[src/hw/rtl/rlerdct_pkg.sv]
// Shared types, constants and color translation for the run-length row decoder.
package rlerdct_pkg;

	localparam int WORD_W      = 16;
	localparam int CNT_W       = 7;
	localparam int X_W         = 13;
	localparam int ORIGIN_W    = 12;
	localparam int ROW_COUNT_W = 13;
	localparam int MODE_W      = 2;
	localparam int KIND_W      = 2;
	localparam int APB_AW      = 5;
	localparam int APB_DW      = 32;
	localparam int REG_IDX_W   = 3;

	localparam int MAX_ROWS_DEF = 4096;
	localparam int CMDQ_DEPTH   = 2;

	localparam logic [X_W-1:0] X_MAX = '1;

	localparam logic [KIND_W-1:0] KIND_PIXEL   = 2'd0;
	localparam logic [KIND_W-1:0] KIND_SPAN    = 2'd1;
	localparam logic [KIND_W-1:0] KIND_ROW_END = 2'd2;

	localparam logic [MODE_W-1:0] MODE_INDEX  = 2'd0;
	localparam logic [MODE_W-1:0] MODE_DITHER = 2'd1;
	localparam logic [MODE_W-1:0] MODE_CMAP   = 2'd2;

	localparam logic [REG_IDX_W-1:0] REG_COLOR_MODE  = 3'd0;
	localparam logic [REG_IDX_W-1:0] REG_DEEP_PLANES = 3'd1;
	localparam logic [REG_IDX_W-1:0] REG_X_ORIGIN    = 3'd2;
	localparam logic [REG_IDX_W-1:0] REG_Y_ORIGIN    = 3'd3;
	localparam logic [REG_IDX_W-1:0] REG_ROW_COUNT   = 3'd4;

	typedef enum logic [1:0] {
		PH_HEADER,
		PH_LITERAL,
		PH_REPEAT
	} phase_t;

	typedef struct packed {
		logic [KIND_W-1:0] op;
		logic [CNT_W-1:0]  cnt;
		logic [WORD_W-1:0] word;
	} cmd_t;

	typedef struct packed {
		logic [MODE_W-1:0]      color_mode;
		logic                   deep_planes;
		logic [ORIGIN_W-1:0]    x_origin;
		logic                   x_origin_load;
		logic [ORIGIN_W-1:0]    y_origin;
		logic [ROW_COUNT_W-1:0] row_count;
	} cfg_t;

	function automatic logic [X_W-1:0] sat_x(input logic [X_W:0] v);
		sat_x = v[X_W] ? X_MAX : v[X_W-1:0];
	endfunction

	function automatic logic [WORD_W-1:0] translate(
		input logic [MODE_W-1:0] mode,
		input logic              deep,
		input logic [WORD_W-1:0] v
	);
		logic [7:0] i;
		i = v[7:0];
		case (mode)
			MODE_DITHER: translate = deep ? {7'd0, 1'b1, i}
			                              : {10'd0, 1'b1, i[7], i[5:4], i[2:1]};
			MODE_CMAP:   translate = deep ? {8'd0, 1'b1, i[7:1]}
			                              : {11'd0, 1'b1, i[7:4]};
			default:     translate = v;
		endcase
	endfunction

endpackage

[src/hw/rtl/rle_row_decode_color_translate_top.sv]
// Top level of the run-length row decoder with color translation.
// A result is queued when its word is accepted, then loaded into the output register.
// Throughput: one word per cycle unless stalled; nonzero-count headers give no result.
// Rate is set by the single output register, refilled from the two-entry request queue.
// Reset clears run phase, queue, output valid, x position and row index; registers
// return to their reset values (row_count 1, all others 0).
module rle_row_decode_color_translate_top #(
	parameter int MAX_ROWS = rlerdct_pkg::MAX_ROWS_DEF
) (
	input  logic                                clk,
	input  logic                                arst_n,
	input  logic                                psel,
	input  logic                                penable,
	input  logic                                pwrite,
	input  logic [rlerdct_pkg::APB_AW-1:0]      paddr,
	input  logic [rlerdct_pkg::APB_DW-1:0]      pwdata,
	output logic [rlerdct_pkg::APB_DW-1:0]      prdata,
	output logic                                pready,
	input  logic                                in_valid,
	output logic                                in_stall,
	input  logic [rlerdct_pkg::WORD_W-1:0]      rle_word,
	output logic                                out_valid,
	input  logic                                out_stall,
	output logic [rlerdct_pkg::KIND_W-1:0]      kind,
	output logic [rlerdct_pkg::X_W-1:0]         x_first,
	output logic [rlerdct_pkg::X_W-1:0]         x_last,
	output logic [rlerdct_pkg::X_W-1:0]         row_y,
	output logic [rlerdct_pkg::WORD_W-1:0]      color,
	output logic                                image_done
);

	logic [rlerdct_pkg::MODE_W-1:0]      color_mode_q;
	logic                                deep_planes_q;
	logic [rlerdct_pkg::ORIGIN_W-1:0]    x_origin_q, y_origin_q;
	logic [rlerdct_pkg::ROW_COUNT_W-1:0] row_count_q;
	logic                                wr_en;
	logic [rlerdct_pkg::REG_IDX_W-1:0]   reg_idx;
	rlerdct_pkg::cfg_t                   cfg;
	rlerdct_pkg::cmd_t                   push_cmd, head;
	logic                                push, pop, empty, full;

	assign pready  = 1'b1;
	assign wr_en   = psel && penable && pwrite && pready;
	assign reg_idx = paddr[rlerdct_pkg::APB_AW-1:2];

	always_ff @(posedge clk or negedge arst_n) begin
		if (!arst_n) begin
			color_mode_q  <= '0;
			deep_planes_q <= 1'b0;
			x_origin_q    <= '0;
			y_origin_q    <= '0;
			row_count_q   <= rlerdct_pkg::ROW_COUNT_W'(1);
		end else if (wr_en) begin
			case (reg_idx)
				rlerdct_pkg::REG_COLOR_MODE:  color_mode_q  <= pwdata[rlerdct_pkg::MODE_W-1:0];
				rlerdct_pkg::REG_DEEP_PLANES: deep_planes_q <= pwdata[0];
				rlerdct_pkg::REG_X_ORIGIN:    x_origin_q    <= pwdata[rlerdct_pkg::ORIGIN_W-1:0];
				rlerdct_pkg::REG_Y_ORIGIN:    y_origin_q    <= pwdata[rlerdct_pkg::ORIGIN_W-1:0];
				rlerdct_pkg::REG_ROW_COUNT:   row_count_q   <= pwdata[rlerdct_pkg::ROW_COUNT_W-1:0];
				default: ;
			endcase
		end
	end

	always_comb begin
		case (reg_idx)
			rlerdct_pkg::REG_COLOR_MODE:  prdata = rlerdct_pkg::APB_DW'(color_mode_q);
			rlerdct_pkg::REG_DEEP_PLANES: prdata = rlerdct_pkg::APB_DW'(deep_planes_q);
			rlerdct_pkg::REG_X_ORIGIN:    prdata = rlerdct_pkg::APB_DW'(x_origin_q);
			rlerdct_pkg::REG_Y_ORIGIN:    prdata = rlerdct_pkg::APB_DW'(y_origin_q);
			rlerdct_pkg::REG_ROW_COUNT:   prdata = rlerdct_pkg::APB_DW'(row_count_q);
			default:                      prdata = '0;
		endcase
	end

	always_comb begin
		cfg.color_mode    = color_mode_q;
		cfg.deep_planes   = deep_planes_q;
		cfg.x_origin      = wr_en && reg_idx == rlerdct_pkg::REG_X_ORIGIN
		                    ? pwdata[rlerdct_pkg::ORIGIN_W-1:0] : x_origin_q;
		cfg.x_origin_load = wr_en && reg_idx == rlerdct_pkg::REG_X_ORIGIN;
		cfg.y_origin      = y_origin_q;
		cfg.row_count     = row_count_q;
	end

	assign in_stall = full;

	rlerdct_front u_front (
		.clk      (clk),
		.arst_n   (arst_n),
		.in_valid (in_valid),
		.in_stall (in_stall),
		.rle_word (rle_word),
		.push     (push),
		.cmd      (push_cmd)
	);

	rlerdct_cmdq u_cmdq (
		.clk      (clk),
		.arst_n   (arst_n),
		.push     (push),
		.push_cmd (push_cmd),
		.pop      (pop),
		.head     (head),
		.empty    (empty),
		.full     (full)
	);

	rlerdct_back #(
		.MAX_ROWS (MAX_ROWS)
	) u_back (
		.clk        (clk),
		.arst_n     (arst_n),
		.cfg        (cfg),
		.head       (head),
		.empty      (empty),
		.pop        (pop),
		.out_valid  (out_valid),
		.out_stall  (out_stall),
		.kind       (kind),
		.x_first    (x_first),
		.x_last     (x_last),
		.row_y      (row_y),
		.color      (color),
		.image_done (image_done)
	);

endmodule

[src/hw/rtl/rlerdct_front.sv]
// Front end: accepts encoded words, tracks run phase, issues requests to the queue.
module rlerdct_front (
	input  logic                             clk,
	input  logic                             arst_n,
	input  logic                             in_valid,
	input  logic                             in_stall,
	input  logic [rlerdct_pkg::WORD_W-1:0]   rle_word,
	output logic                             push,
	output rlerdct_pkg::cmd_t                cmd
);

	rlerdct_pkg::phase_t               phase_q, phase_d;
	logic [rlerdct_pkg::CNT_W-1:0]     run_q, run_d;
	logic                              accept;
	logic [rlerdct_pkg::CNT_W-1:0]     hdr_cnt;

	assign accept  = in_valid && !in_stall;
	assign hdr_cnt = rle_word[rlerdct_pkg::CNT_W-1:0];

	always_comb begin
		phase_d = phase_q;
		run_d   = run_q;
		if (accept) begin
			case (phase_q)
				rlerdct_pkg::PH_HEADER: begin
					if (hdr_cnt != '0) begin
						run_d   = hdr_cnt;
						phase_d = rle_word[7] ? rlerdct_pkg::PH_LITERAL
						                      : rlerdct_pkg::PH_REPEAT;
					end
				end
				rlerdct_pkg::PH_LITERAL: begin
					run_d   = run_q - 1'b1;
					phase_d = (run_d == '0) ? rlerdct_pkg::PH_HEADER
					                        : rlerdct_pkg::PH_LITERAL;
				end
				rlerdct_pkg::PH_REPEAT: begin
					run_d   = '0;
					phase_d = rlerdct_pkg::PH_HEADER;
				end
				default: begin
					run_d   = '0;
					phase_d = rlerdct_pkg::PH_HEADER;
				end
			endcase
		end
	end

	always_comb begin
		push     = 1'b0;
		cmd.op   = rlerdct_pkg::KIND_ROW_END;
		cmd.cnt  = run_q;
		cmd.word = rle_word;
		case (phase_q)
			rlerdct_pkg::PH_HEADER: begin
				push   = accept && (hdr_cnt == '0);
				cmd.op = rlerdct_pkg::KIND_ROW_END;
			end
			rlerdct_pkg::PH_LITERAL: begin
				push   = accept;
				cmd.op = rlerdct_pkg::KIND_PIXEL;
			end
			rlerdct_pkg::PH_REPEAT: begin
				push   = accept;
				cmd.op = rlerdct_pkg::KIND_SPAN;
			end
			default: begin
				push = 1'b0;
			end
		endcase
	end

	always_ff @(posedge clk or negedge arst_n) begin
		if (!arst_n) begin
			phase_q <= rlerdct_pkg::PH_HEADER;
			run_q   <= '0;
		end else begin
			phase_q <= phase_d;
			run_q   <= run_d;
		end
	end

endmodule

[src/hw/rtl/rlerdct_cmdq.sv]
// Short request queue between front and back ends.
module rlerdct_cmdq (
	input  logic              clk,
	input  logic              arst_n,
	input  logic              push,
	input  rlerdct_pkg::cmd_t push_cmd,
	input  logic              pop,
	output rlerdct_pkg::cmd_t head,
	output logic              empty,
	output logic              full
);

	localparam int DEPTH = rlerdct_pkg::CMDQ_DEPTH;
	localparam int PTR_W = (DEPTH > 1) ? $clog2(DEPTH) : 1;
	localparam int CNT_W = $clog2(DEPTH + 1);

	rlerdct_pkg::cmd_t  mem_q [DEPTH];
	logic [PTR_W-1:0]   wr_ptr_q, rd_ptr_q;
	logic [CNT_W-1:0]   count_q;
	logic               do_push, do_pop;

	assign empty   = (count_q == '0);
	assign full    = (count_q == CNT_W'(DEPTH));
	assign do_push = push && !full;
	assign do_pop  = pop && !empty;
	assign head    = mem_q[rd_ptr_q];

	function automatic logic [PTR_W-1:0] nxt(input logic [PTR_W-1:0] p);
		nxt = (p == PTR_W'(DEPTH - 1)) ? '0 : p + 1'b1;
	endfunction

	always_ff @(posedge clk) begin
		if (do_push) begin
			mem_q[wr_ptr_q] <= push_cmd;
		end
	end

	always_ff @(posedge clk or negedge arst_n) begin
		if (!arst_n) begin
			wr_ptr_q <= '0;
			rd_ptr_q <= '0;
			count_q  <= '0;
		end else begin
			if (do_push) begin
				wr_ptr_q <= nxt(wr_ptr_q);
			end
			if (do_pop) begin
				rd_ptr_q <= nxt(rd_ptr_q);
			end
			case ({do_push, do_pop})
				2'b10:   count_q <= count_q + 1'b1;
				2'b01:   count_q <= count_q - 1'b1;
				default: count_q <= count_q;
			endcase
		end
	end

endmodule

[src/hw/rtl/rlerdct_back.sv]
// Back end: positions pixels, spans and row ends, translates color, holds the output register.
module rlerdct_back #(
	parameter int MAX_ROWS = rlerdct_pkg::MAX_ROWS_DEF
) (
	input  logic                                clk,
	input  logic                                arst_n,
	input  rlerdct_pkg::cfg_t                   cfg,
	input  rlerdct_pkg::cmd_t                   head,
	input  logic                                empty,
	output logic                                pop,
	output logic                                out_valid,
	input  logic                                out_stall,
	output logic [rlerdct_pkg::KIND_W-1:0]      kind,
	output logic [rlerdct_pkg::X_W-1:0]         x_first,
	output logic [rlerdct_pkg::X_W-1:0]         x_last,
	output logic [rlerdct_pkg::X_W-1:0]         row_y,
	output logic [rlerdct_pkg::WORD_W-1:0]      color,
	output logic                                image_done
);

	localparam int X_W    = rlerdct_pkg::X_W;
	localparam int ROW_W  = (MAX_ROWS > 1) ? $clog2(MAX_ROWS) : 1;
	localparam int RC_W   = rlerdct_pkg::ROW_COUNT_W;
	localparam int CMP_W  = ((ROW_W > RC_W) ? ROW_W : RC_W) + 2;
	localparam int SUM_W  = (ROW_W > X_W) ? ROW_W : X_W;

	logic                                  out_valid_q;
	logic [rlerdct_pkg::KIND_W-1:0]        kind_q;
	logic [X_W-1:0]                        x_first_q, x_last_q, row_y_q;
	logic [rlerdct_pkg::WORD_W-1:0]        color_q;
	logic                                  done_q;
	logic [X_W-1:0]                        x_pos_q, x_pos_d;
	logic [ROW_W-1:0]                      row_q, row_d;

	logic                                  load;
	logic [rlerdct_pkg::CNT_W-1:0]         n;
	logic [X_W:0]                          sum_n, sum_nm1;
	logic [CMP_W-1:0]                      rows, row_next;
	logic                                  done_d;
	logic [X_W-1:0]                        xf_d, xl_d;
	logic [rlerdct_pkg::WORD_W-1:0]        color_d;
	logic [SUM_W-1:0]                      y_sum;

	assign load = !empty && (!out_valid_q || !out_stall);
	assign pop  = load;

	assign n       = (head.cnt == '0) ? rlerdct_pkg::CNT_W'(1) : head.cnt;
	assign sum_n   = {1'b0, x_pos_q} + (X_W + 1)'(n);
	assign sum_nm1 = sum_n - 1'b1;

	always_comb begin
		if (cfg.row_count == '0) begin
			rows = CMP_W'(1);
		end else if (CMP_W'(cfg.row_count) > CMP_W'(MAX_ROWS)) begin
			rows = CMP_W'(MAX_ROWS);
		end else begin
			rows = CMP_W'(cfg.row_count);
		end
	end

	assign row_next = CMP_W'(row_q) + 1'b1;
	assign done_d   = (row_next >= rows);
	assign y_sum    = SUM_W'(cfg.y_origin) + SUM_W'(row_q);

	always_comb begin
		xf_d    = x_pos_q;
		xl_d    = x_pos_q;
		color_d = rlerdct_pkg::translate(cfg.color_mode, cfg.deep_planes, head.word);
		x_pos_d = x_pos_q;
		row_d   = row_q;
		case (head.op)
			rlerdct_pkg::KIND_PIXEL: begin
				x_pos_d = rlerdct_pkg::sat_x({1'b0, x_pos_q} + 1'b1);
			end
			rlerdct_pkg::KIND_SPAN: begin
				xl_d    = rlerdct_pkg::sat_x(sum_nm1);
				x_pos_d = rlerdct_pkg::sat_x(sum_n);
			end
			default: begin
				color_d = '0;
				x_pos_d = X_W'(cfg.x_origin);
				row_d   = done_d ? '0 : row_next[ROW_W-1:0];
			end
		endcase
	end

	always_ff @(posedge clk or negedge arst_n) begin
		if (!arst_n) begin
			out_valid_q <= 1'b0;
			x_pos_q     <= '0;
			row_q       <= '0;
		end else begin
			if (load) begin
				out_valid_q <= 1'b1;
				row_q       <= row_d;
			end else if (!out_stall) begin
				out_valid_q <= 1'b0;
			end
			if (cfg.x_origin_load) begin
				x_pos_q <= X_W'(cfg.x_origin);
			end else if (load) begin
				x_pos_q <= x_pos_d;
			end
		end
	end

	always_ff @(posedge clk) begin
		if (load) begin
			kind_q    <= head.op;
			x_first_q <= xf_d;
			x_last_q  <= xl_d;
			row_y_q   <= y_sum[X_W-1:0];
			color_q   <= color_d;
			done_q    <= (head.op == rlerdct_pkg::KIND_ROW_END) && done_d;
		end
	end

	assign out_valid  = out_valid_q;
	assign kind       = kind_q;
	assign x_first    = x_first_q;
	assign x_last     = x_last_q;
	assign row_y      = row_y_q;
	assign color      = color_q;
	assign image_done = done_q;

	a_row_end_shape: assert property (@(posedge clk) disable iff (!arst_n)
		out_valid_q && kind_q == rlerdct_pkg::KIND_ROW_END
			|-> color_q == '0 && x_first_q == x_last_q)
		else $error("row end with color or span");

	a_done_only_row_end: assert property (@(posedge clk) disable iff (!arst_n)
		out_valid_q && kind_q != rlerdct_pkg::KIND_ROW_END |-> !done_q)
		else $error("done flag on pixel or span");

	a_span_order: assert property (@(posedge clk) disable iff (!arst_n)
		out_valid_q && kind_q == rlerdct_pkg::KIND_SPAN |-> x_last_q >= x_first_q)
		else $error("span ends before it starts");

	a_pixel_single: assert property (@(posedge clk) disable iff (!arst_n)
		out_valid_q && kind_q == rlerdct_pkg::KIND_PIXEL |-> x_last_q == x_first_q)
		else $error("pixel covers more than one x");

endmodule

[config.mk]
export PLATFORM = sky130hd
export DESIGN_NAME = rle_row_decode_color_translate_top
export DESIGN_NICKNAME = d
export VERILOG_FILES = /design/src/hw/rtl/rlerdct_pkg.sv /design/src/hw/rtl/rle_row_decode_color_translate_top.sv /design/src/hw/rtl/rlerdct_front.sv /design/src/hw/rtl/rlerdct_cmdq.sv /design/src/hw/rtl/rlerdct_back.sv
export SDC_FILE = /design/constraint.sdc
export NUM_CORES = 1
export LEC_CHECK = 0
export BUFFER_PORTS_ARGS = -buffer_cell sky130_fd_sc_hd__buf_4
export CAP_MARGIN = 5
export CORE_ASPECT_RATIO = 1.2
export CORE_UTILIZATION = 30
export CTS_BUF_LIST = sky130_fd_sc_hd__clkbuf_4 sky130_fd_sc_hd__clkbuf_8 sky130_fd_sc_hd__clkbuf_16
export CTS_CLUSTER_DIAMETER = 40
export DETAILED_ROUTE_END_ITERATION = 12
export GPL_TIMING_DRIVEN = 0
export RECOVER_POWER = 50
export SLEW_MARGIN = 20
export SYNTH_ARGS = -nofsm -noshare
export SYNTH_HDL_FRONTEND = slang
export SYNTH_HIERARCHICAL = 1
export SYNTH_SLANG_ARGS = --single-unit
[constraint.sdc]
create_clock -name clk -period 5.1 [get_ports clk]
set_input_delay 0.255 -clock clk [delete_from_list [all_inputs] [get_ports clk]]
set_output_delay 0.255 -clock clk [all_outputs]
set_load 0.05 [all_outputs]
After elaboration in Yosys (flattened, before gate mapping) --
Memory sizes are Yosys's and may differ from the RTL's. Cells that the tools add are included.
Storage, ports and cells: register bits 137, bits in writable memories 50, bits of input ports 60, output and inout bits 93, word-level logic and storage cells 113, memories kept 1
Memory list:
- u_cmdq.mem_q | depth 2, bits a word 25, read ports 1, clocked after Yosys merged registers in 0, write ports 1, line rlerdct_cmdq.sv:17 | rlerdct_pkg::cmd_t mem_q [DEPTH];
Cells by class: add/subtract/negate cells 10, order comparisons 2, equal/unequal tests 15, multiplexer cells 31, bitwise operators 1, reductions and logical operators 34
Operator list (number):
- $mux 13 | 8
- $pmux 13 s5 | 1
- $pmux 16 s2 | 1
- $pmux 13 s2 | 1
- $mux 12 | 2
- $logic_not 7->1 | 3
- $ge 15x13->1 | 1
- $add 13x1->14 const B | 1
- $add 13x7->14 | 1
- $mux 7 | 2
- $pmux 7 s2 | 1
- $reduce_and 2->1 | 7
- $sub 14x1->14 const B | 1
- $add 12x1->13 const B | 1
- $add 12x12->13 | 1
- $gt 13x13->1 const B | 1
- $logic_not 13->1 | 1
- $pmux 2 s2 | 3
- $eq 2x2->1 const B | 5
- $logic_and 1x1->1 | 9
- $mux 9 | 1
- $eq 2x1->1 const B | 4
- $mux 8 | 1
- $mux 1 | 7
- other kinds (18) | 29

Logic depth before layout (Yosys ltp) --
word-level depth 8, mapped depth 17, mapped depth without buffers 14

Modules after synthesis --
The synthesis kept the hierarchy.
By module, submodules not included:
- rlerdct_back | times used 1, cells each 617, area an instance 5729.2 um^2
- rlerdct_cmdq | times used 1, cells each 96, area an instance 2102.0 um^2
- rle_row_decode_color_translate_top | times used 1, cells each 151, area an instance 2013.2 um^2
- rlerdct_front | times used 1, cells each 89, area an instance 800.8 um^2

Worst setup path before layout --
No wires, ideal clock.
path type register to register, start register u_cmdq.rd_ptr_q, end register u_back.x_last_q[11] (netlist: u_back/x_last[11]), data pin, setup time 271 ps, data arrival time 3980 ps, path slack 849 ps, cell stages (with the launch flop) 18, clock period less this slack 4251 ps, cell sequence dfrtp_1 > buf_6 > buf_12 > mux2_4 > nor4_1 > a21o_1 > ha_1 > inv_1 > fa_1 > nand2b_1 > a21oi_1 > xor2_1 > or3_4 > or3_1 > buf_6 > or4_1 > a31oi_1 > a31oi_1
RTL lines:
- start: declaration | line rlerdct_cmdq.sv:18 | logic [PTR_W-1:0] wr_ptr_q, rd_ptr_q;
- start signal: assignment | line rlerdct_cmdq.sv:48 | rd_ptr_q <= nxt(rd_ptr_q);
- end signal: assignment | line rlerdct_back.sv:111 | x_last_q <= xl_d;
- end: declaration | line rlerdct_back.sv:29 | logic [X_W-1:0] x_first_q, x_last_q, row_y_q;

==> run_results.csv <==
group,metric,value,unit
run_status,outcome,"complete, but fails checks",
run_status,violations,"capacitance limit, slew limit",
drt,wl,26060,um
setup_path,crit_chain,"buf_6, buf_12, mux2_4, nor4_1, a21o_1, ha_1, inv_1, fa_1, nand2b_1, a21oi_1, xor2_1, or3_4, or3_1, buf_6, nor4b_4, xnor2_2, a41oi_1",
sta,finalHoldViolations,0,
floorplanning,initial_core_util,0.3041,
sta,min_period,4.688,ns
global_route,grt_pass1_wl,41210,um
clocking,cts-root-buf,"clkbuf_16",
synth,synth_top_area_frac,0.3047,
power_and_ir_drop,p_leak,5.008,nW
final_layout,final_nets,1206,
sta,finalMaxSlewViolations,80,
synth,ys_top_cells_by_area,"edfxtp_1 30%, dfrtp_1 18%, ha_1 5.2%",
power_and_ir_drop,p_clk_frac,0.174,
clocking,post_cts_resized,0,
place,postPlaceCellArea,12060,um2
synth,syn_avg_cell_area,11.17,um2
clocking,clk_pin_slew,0.08,ns
synth,synthXorXnorAreaFrac,0.03608,
sta,rsz0062_at_grt,"false",
clocking,numCtsBuffers,17,
power_and_ir_drop,p_comb_frac,0.499,
setup_path,slowest_stage,"or3_4",
power_and_ir_drop,p_per_area,637.0,nW/um2
worst_hold_path,worstHoldPathType,"in -> reg",
drt,vias_per_cell,4.926,
synth,synthSimpleGateAreaFrac,0.1412,
setup_path,crit_path_start_kind,"flip-flop",
setup_path,critPathRequiredTime,5.24,ns
synth,synth_compound_area_frac,0.1240,
sta,setup_viol,0,
synth,synth_top_area_cell,"edfxtp_1",
drt,dr.pass1.iters,5,
setup_path,crit_type,"reg -> reg",
global_route,overflow,0,
clocking,htree_num_levels,4,
sta,holdWs,0.04660,ns
final_layout,drive_above_1_share,0.1851,
final_layout,fillerInstances,3529,
floorplanning,num_rows,75,
power_and_ir_drop,ir_drop,0.0003249,V
floorplanning,die_h,208.4,um
synth,ys_seq_area_frac,0.4905,
synth,yosys_register_bits,187,
drt,wl_per_cell,16.55,um
floorplanning,die-area,36240,um2
sta,setup_tns,0,ns
sta,tightest_slew,3.630,ns
setup_path,cp_data_arrival_time,4.83,ns
floorplanning,core-area,35000,um2
global_route,grt_max_degree,80,
drt,drt.antenna.violating_nets,0,
synth,synth_top_family_by_area,"simple AND/OR/NAND/NOR gates",
flow_run,cap_violations,1,
synth,synth_edf_count,108,
final_layout,final_cell_mix,"108 x edfxtp_1, 92 x clkbuf_1, 78 x dfrtp_1",
drt,drtIter0Drc,384,
power_and_ir_drop,seqPwrFrac,0.326,
clocking,clock-sinks,187,
synth,synthCells,953,
sta,slew_headroom,-1.420,
global_route,track_usage,0.1455,
power_and_ir_drop,intPower,4.285,mW
final_layout,final_common_cell,"edfxtp_1",
final_layout,area_delta_synth_final,17.52,%
setup_path,cpPeakStageDelay,0.41,ns
sta,fmax,0.2133,GHz
power_and_ir_drop,finalPower,7.970,mW
sta,fin_crit_sh,0.9193,
global_route,first_global_vias,7604,
place,hpwl,19260,um
setup_path,cp_max_fo,10,
sta,finClkSkew,0.01756,ns
place,place_congestion,0.8862,
floorplanning,die_x,174.0,um
floorplanning,pin_count,153,
power_and_ir_drop,switchingPower,3.685,mW
synth,async_flop_share,0.4225,
drt,via_count,7759,
clocking,cts_buffer_depth,2,
synth,synth_mux_area_frac,0.09426,
final_layout,antenna_cells,0,
setup_path,end_kind,"flip-flop",
final_layout,fin_area,12510,um2
power_and_ir_drop,p_sw_frac,0.4624,
synth,yosysWarnings,6,
global_route,antenna_found_initial,0,
synth,syn_area,10650,um2
clocking,cts_tree,"built",
synth,yosys.area_share.adder,0.05548,
setup_path,worst_path_most_repeated_cell,"buf_6",
drt,drc_errors,0,
place,port_buffers,101,
clocking,insertion_delay,0.45,ns
synth,ys.flop_type,"edfxtp_1",
synth,synth_cell_types,79,
[flip-flops by register name, indices dropped and copies added, names as in the netlist]
| register | cells |
|---|---|
| color_mode_q | 2 |
| deep_planes_q | 1 |
| row_count_q | 13 |
| u_back/color | 16 |
| u_back/image_done | 1 |
| u_back/kind | 2 |
| u_back/out_valid | 1 |
| u_back/row_q | 12 |
| u_back/row_y | 13 |
| u_back/x_first | 13 |
| u_back/x_last | 13 |
| u_back/x_pos_q | 13 |
| u_cmdq/count_q | 2 |
| u_cmdq/mem_q | 50 |
| u_cmdq/rd_ptr_q | 1 |
| u_cmdq/wr_ptr_q | 1 |
| u_front/phase_q | 2 |
| u_front/run_q | 7 |
| x_origin_q | 12 |
| y_origin_q | 12 |
[per-layer routing]
metal | part of all wire | track usage
met1 | 0.43 | 0.1794
met2 | 0.51 | 0.2572
met3 | 0.042 | 0.02175
met4 | 0.020 | 0.04991
met5 | 0 | 0
[cell families (layout without fill, tap and decap cells)]
logic type,after synthesis,count (layout)
compound gates,196,196
xor+xnor,43,43
fa+ha+maj,46,46
buf+inv,107,249
flops,187,187
mux,84,84
other cells,2,20
simple gates,288,288
[critical path: cells and delay by family, from the launching register on]
family          cells  cell delay (ns)
buf+inv             4             0.53
compound gates      3             0.58
simple gates        5             1.57
fa+ha+maj           2             0.58
xor+xnor            2             0.45
mux                 1             0.32
flops               1             0.37
[final cells by class]
type	count	area, um2	share of cell area
buffer	79	498.0	0.03980
clock buffer	18	432.9	0.03460
clock inverter	14	193.9	0.01550
inverter	28	110.1	0.008801
multi-input combinational	677	4856	0.3881
sequential	187	5221	0.4173
tap	462	578.1	0.04620
timing repair buffer	110	620.6	0.04961
[Yosys cell counts, types with 6 or more instances]
| library cell | count |
|---|---|
| a211oi_1 | 6 |
| a21o_1 | 7 |
| a21oi_1 | 38 |
| a31oi_1 | 17 |
| and2_1 | 13 |
| and3_1 | 13 |
| buf_4 | 39 |
| clkbuf_1 | 27 |
| dfrtp_1 | 78 |
| edfxtp_1 | 108 |
| ha_1 | 44 |
| inv_1 | 27 |
| mux2_2 | 46 |
| mux2_4 | 21 |
| mux2i_1 | 17 |
| nand2_1 | 69 |
| nand2b_1 | 11 |
| nand3_1 | 28 |
| nand4_1 | 10 |
| nor2_1 | 72 |
| nor2b_1 | 13 |
| nor3_1 | 17 |
| nor4_1 | 6 |
| o21a_1 | 9 |
| o21ai_0 | 43 |
| o2bb2ai_1 | 13 |
| or2_2 | 7 |
| xnor2_1 | 22 |
| xor2_1 | 20 |
[metrics by stage]
step / util / cells / worst slack [ns]
CTS: 0.3648 / 1574 / 0.3824
finish: 0.3574 / 1575 / 0.4116
global placement: 0.3442 / 1534 / 0.3574
global route: 0.3574 / 1575 / 0.1581
floorplan: - / 971 / 0.8488
detailed placement: 0.3446 / 1534 / 0.3967
[power groups by stage]
stage               clock network, mW  registers, mW  logic, mW
global route                     1.48           2.67       4.34
finish                           1.39           2.60       3.98
CTS                              1.43           2.62       4.17
global placement                    0           2.65       4.10
floorplan                           0           3.31       2.32
detailed placement                  0           2.64       4.15
[worst paths after layout]
path                                     from                 end  slack (ns)  cells past startpoint
min reg2reg                u_back/x_pos_q[10]  u_back/x_first[10]        0.45                      0
min in group asynchronous              arst_n       y_origin_q[1]        1.76                      2
max reg2reg                   u_cmdq/rd_ptr_q    u_back/x_last[6]        0.41                     17
max                           u_cmdq/rd_ptr_q    u_back/x_last[6]        0.41                     17
min                                 out_stall    u_back/out_valid        0.05                      3
max in group asynchronous              arst_n  u_back/x_pos_q[10]        1.27                      2
[what timing repair did]
action / CTS / global route
buffers inserted: 0 / 0
hold buffers: 8 / 1
endpoints found under the hold margin: 16 / 78
(Power assumes the default switching activity.)
